**config.mk**
```make
export PLATFORM = sky130hd
export DESIGN_NAME = ewh_ctrl
export DESIGN_NICKNAME = d
export VERILOG_FILES = /design/src/hw/rtl/ewh_pkg.sv /design/src/hw/rtl/ewh_ctrl.sv
export VERILOG_INCLUDE_DIRS = /design/src /design/src/hw/rtl
export SDC_FILE = /design/constraint.sdc
export NUM_CORES = 1
export LEC_CHECK = 0
export ABC_CLOCK_PERIOD_IN_PS = 1400
export BUFFER_PORTS_ARGS = -buffer_cell sky130_fd_sc_hd__buf_2
export CORE_AREA = 2 2 39 41
export DETAILED_ROUTE_END_ITERATION = 16
export DIE_AREA = 0 0 41 43
export HOLD_SLACK_MARGIN = 0.15
export PLACE_DENSITY_LB_ADDON = 0.25
export SETUP_SLACK_MARGIN = 0.2
export SLEW_MARGIN = 5
export SYNTH_ARGS = -nofsm -noshare
export SYNTH_HDL_FRONTEND = slang
export SYNTH_SLANG_ARGS = --single-unit
```
**constraint.sdc**
```tcl
create_clock -name clk_i -period 1.4 [get_ports clk_i]
set_input_delay 0.21 -clock clk_i [delete_from_list [all_inputs] [get_ports clk_i]]
set_output_delay 0.21 -clock clk_i [all_outputs]
set_load 0.05 [all_outputs]
```
**src/hw/rtl/equal_width_histogram_core_macros.svh**
```systemverilog
// assertion macros shared by the histogram rtl
// no dependencies
`ifndef EQUAL_WIDTH_HISTOGRAM_CORE_MACROS_SVH
`define EQUAL_WIDTH_HISTOGRAM_CORE_MACROS_SVH
`define EWH_ASSERT(lbl, clk, rstn, prop, msg) \
  lbl: assert property (@(posedge clk) disable iff (!rstn) (prop)) else $error(msg);
`define EWH_ASSERT_NORST(lbl, clk, prop, msg) \
  lbl: assert property (@(posedge clk) (prop)) else $error(msg);
`endif

```
**src/hw/rtl/ewh_pkg.sv**
```systemverilog
// types and constants of the equal-width histogram
// no dependencies
package ewh_pkg;
  localparam int unsigned SampleW = 32;
  localparam int unsigned CountW  = 13;
  localparam int unsigned BinCfgW = 7;
  localparam int unsigned BinIdxW = 6;
  localparam logic [CountW-1:0] CountSat = 13'd8191;
  localparam logic [BinCfgW-1:0] BinCountRst = 7'd16;

  typedef enum logic [2:0] {
    ST_LOAD, ST_DIV_STEP, ST_CLEAR, ST_BIN_READ, ST_BIN_DIV, ST_EMIT
  } state_e;

  typedef struct packed {
    logic store;      // store sample and update min/max
    logic flag_drop;
    logic step_start; // begin range / nb division
    logic bin_start;  // begin (x-min)/step division on read data
    logic bin_commit; // add one to count of finished division
    logic clr_start;
    logic emit_load;
    logic set_clear;
  } cmd_t;

  typedef struct packed {
    logic div_busy;
    logic clr_done;
    logic scan_done;  // all stored samples read
    logic emit_done;
    logic out_free;
  } sts_t;
endpackage

```
**src/hw/rtl/ewh_ctrl.sv**
```systemverilog
// controller state machine of the histogram
// depends on ewh_pkg
module ewh_ctrl (
  input  logic          clk_i,
  input  logic          rst_ni,
  input  logic          in_valid_i,
  input  logic          in_last_i,
  input  logic          full_i,
  output logic          in_ready_o,
  input  ewh_pkg::sts_t sts_i,
  output ewh_pkg::cmd_t cmd_o
);
  import ewh_pkg::*;
  `include "equal_width_histogram_core_macros.svh"
  state_e state_q, state_d;
  logic acc;

  assign in_ready_o = (state_q == ST_LOAD);
  assign acc = in_valid_i && in_ready_o;

  always_comb begin
    state_d = state_q;
    case (state_q)
      ST_LOAD:     if (acc && in_last_i) state_d = ST_DIV_STEP;
      ST_DIV_STEP: if (!sts_i.div_busy) state_d = ST_CLEAR;
      ST_CLEAR:    if (sts_i.clr_done) state_d = ST_BIN_READ;
      ST_BIN_READ: if (sts_i.scan_done) state_d = ST_EMIT;
                   else state_d = ST_BIN_DIV;
      ST_BIN_DIV:  if (!sts_i.div_busy) state_d = ST_BIN_READ;
      ST_EMIT:     if (sts_i.emit_done) state_d = ST_LOAD;
      default:     state_d = ST_LOAD;
    endcase
  end

  always_comb begin
    cmd_o = '0;
    case (state_q)
      ST_LOAD: begin
        cmd_o.store = acc && !full_i;
        cmd_o.flag_drop = acc && full_i;
        cmd_o.step_start = acc && in_last_i;
      end
      ST_DIV_STEP: cmd_o.clr_start = !sts_i.div_busy;
      ST_BIN_READ: cmd_o.bin_start = !sts_i.scan_done;
      ST_BIN_DIV:  cmd_o.bin_commit = !sts_i.div_busy;
      ST_EMIT: begin
        cmd_o.emit_load = sts_i.out_free && !sts_i.emit_done;
        cmd_o.set_clear = sts_i.emit_done;
      end
      default: cmd_o = '0;
    endcase
  end

  always_ff @(posedge clk_i or negedge rst_ni) begin
    if (!rst_ni) state_q <= ST_LOAD;
    else state_q <= state_d;
  end

  `EWH_ASSERT(a_ready_load, clk_i, rst_ni, in_ready_o |-> state_q == ST_LOAD, "ready off load")
  `EWH_ASSERT(a_last_div, clk_i, rst_ni, (acc && in_last_i) |=> state_q == ST_DIV_STEP, "no div")
  `EWH_ASSERT(a_excl, clk_i, rst_ni, !(cmd_o.store && cmd_o.flag_drop), "store and drop")
endmodule

```
==> metrics.txt <==
DIE AREA=1760 sq um; clock-pin slew on the worst setup and hold paths=40 ps; CP Launch Type=register; core footprint=1380 sq um; R2R cell count=4; TritonCTS Buffers=3; Worst Path Required=1190 ps; final setup margin=-145 ps; EDFF count, synth=0; Hold Fails Final Rpt=0; leading area contributor after synthesis=dfrtp_1; dpl cells=70; Mean Syn Cell Area=8.99 sq um; fin. max-slew vios=0; Post-Syn Area=297 sq um; flop2flop setup slack=130 ps; clock power share=13.0%; Psw=582 uW; Hold Path Class=input port to asynchronous set/reset pin; Die H=43 microns; initial antenna violation count=0; Critical Path Start=state_q[1]; synth warn=0; Slew @ Worst Pin=258 ps; Clock Sinks=3; GPL Wtd Cong=0.716; fmax=647 MHz; RR Endpoint=state_q[0]; fraction of layout cells with a size suffix above 1=76.3%; dpl hpwl=574 microns; Yosys top cell area share=25.3%; failing checks=setup timing; # IOs=19; Final #Nets=70; vias in the first global route=377; grt total ovfl=0; Post-Syn Nets=43; Worst Path Arrival=1340 ps; Final Routed Wirelength=876 microns; FILL cells=147; RSZ-0062 raised after global routing=true; worst reg2reg path startpoint=state_q[0]; largest net degree at the start of global routing=9; Worst-Skew Late Latency=240 ps; post-synthesis instance total=33; Routed Antenna Nets=0; Seq pwr share=19.4%; routed len/inst=11.7 microns; first-pass GRT wire length=1550 microns; crit path kind=register to output port; drt drc=0; Die Wd=41 microns; area growth from synthesis to layout=108%; Largest Register=state_q; Comb pwr share=67.7%; post-layout util=44.6%; sequential area share after synthesis=25.3%; top cells by area, synth=dfrtp_1 25%, nor4b_4 8.0%, mux2_4 5.1%; DR vias=344; Root Driver=clkbuf_4; Final setup viols=9; peak supply drop=0.000720 V; Slew headroom=82.7%; Internal=632 uW; max cap viols=0; total power=1210 uW; flip-flop count of the largest register, all copies and words added=3; Starting Density=21.4%; Synth Register Bits=3; Sequential Area=78.8 sq um; status=finished, violations left; sw frac=47.9%; critical path fanouts, max=8; hold slack=289 ps; Setup TNS Final=-808 ps; ANT cells=0; H-tree depth=1; Pwr per Cell Area=1970 nW/um^2; Multi-input gate area=265 sq um; clk buf depth=2; ys async rst share=100%; Yosys cell types=23; final non-filler cell total=75; Leak=0.000281 uW; worst clock skew=5.29 ps; most frequent cell after synthesis=nand2_1; Largest regs=state_q x3; endpoint type of the worst setup path=output port; gr usage total=14.0%; final period utilization=110%; CTS tree=built; port bufs=18; DR iter-0 viols=6; Post-synth top flop=dfrtp_1; Final min period=1550 ps; Post-synth top cells=4 x nand2_1, 3 x dfrtp_1; DRT Pass-1 Iters=2; placement row count=14; mean number of vias per cell=4.59
==> cells in the final DEF, fill, tap and decap left out, types with 2 or more instances in the layout <==
cell type,instances
buf_4,5
clkbuf_4,3
dfrtp_2,3
nand2_1,3
buf_6,7
and3_4,2
buf_2,9
buf_8,3
o21ai_0,2
nor4b_4,2
nor3_4,3
==> metrics by stage <==
step | cell area [sq um] | setup slack, ps
2_1_floorplan | 364 | -272
3_3_place_gp | 489 | -41.9
3_5_place_dp | 489 | -42.6
4_1_cts | 612 | -158
5_1_grt | 617 | -214
6_report | 617 | -145
==> final cells by class <==
cell class                      instances  share of cell area (%)
Sequential cell                         3                    12.8
Inverter                                2                    1.62
Multi-Input combinational cell         25                    43.0
Tap cell                               16                    3.25
Timing Repair Buffer                   25                    35.1
Clock buffer                            4                    4.26
==> per-layer routing <==
layer / global-route usage, % / routed length [microns] / vias up
li1: - / - / 173
met4: 14.0 / 36 / 0
met1: 16.3 / 335 / 154
met3: 4.19 / 48 / 4
met2: 18.8 / 455 / 13
met5: 0 / 0 / -
==> power groups by stage <==
stage | Combinational [uW] | Clock (uW) | Sequential, uW
after floorplan | 642 | 0 | 136
after global placement | 709 | 0 | 219
after detailed placement | 703 | 0 | 218
after CTS | 805 | 164 | 229
after global routing | 878 | 182 | 246
final | 822 | 157 | 235
==> worst max-delay path, cell delays in order, from the launching register on <==
cell and delay [ps]:
dfrtp_2 470, nand2b_4 200, nor4b_4 230, buf_6 190
==> worst max path at each step <==
stage,endpoint,slack (ps),depth (start not counted)
6_report,cmd_o[1],-150,3
4_1_cts,cmd_o[5],-160,3
3_5_place_dp,cmd_o[1],-40,3
5_1_grt,cmd_o[1],-210,3
2_1_floorplan,cmd_o[7],-270,4
3_3_place_gp,cmd_o[1],-40,3
==> kinds of logic after synthesis <==
family,synth area share [%]
AOI/OAI and AO/OA,16.0
buffers and inverters,9.71
DFF,25.3
muxes,8.44
and+or+nand+nor,40.5
==> what timing repair did <==
item / CTS / global route
setup endpoints to repair: 11 / 11
hold buffers: 1 / 0
buffers inserted: 0 / 0
resized for setup: 26 / 4
endpoints found under the hold margin: 3 / 0
pin swaps: 2 / 4
Power figures use the tool's default switching activity.
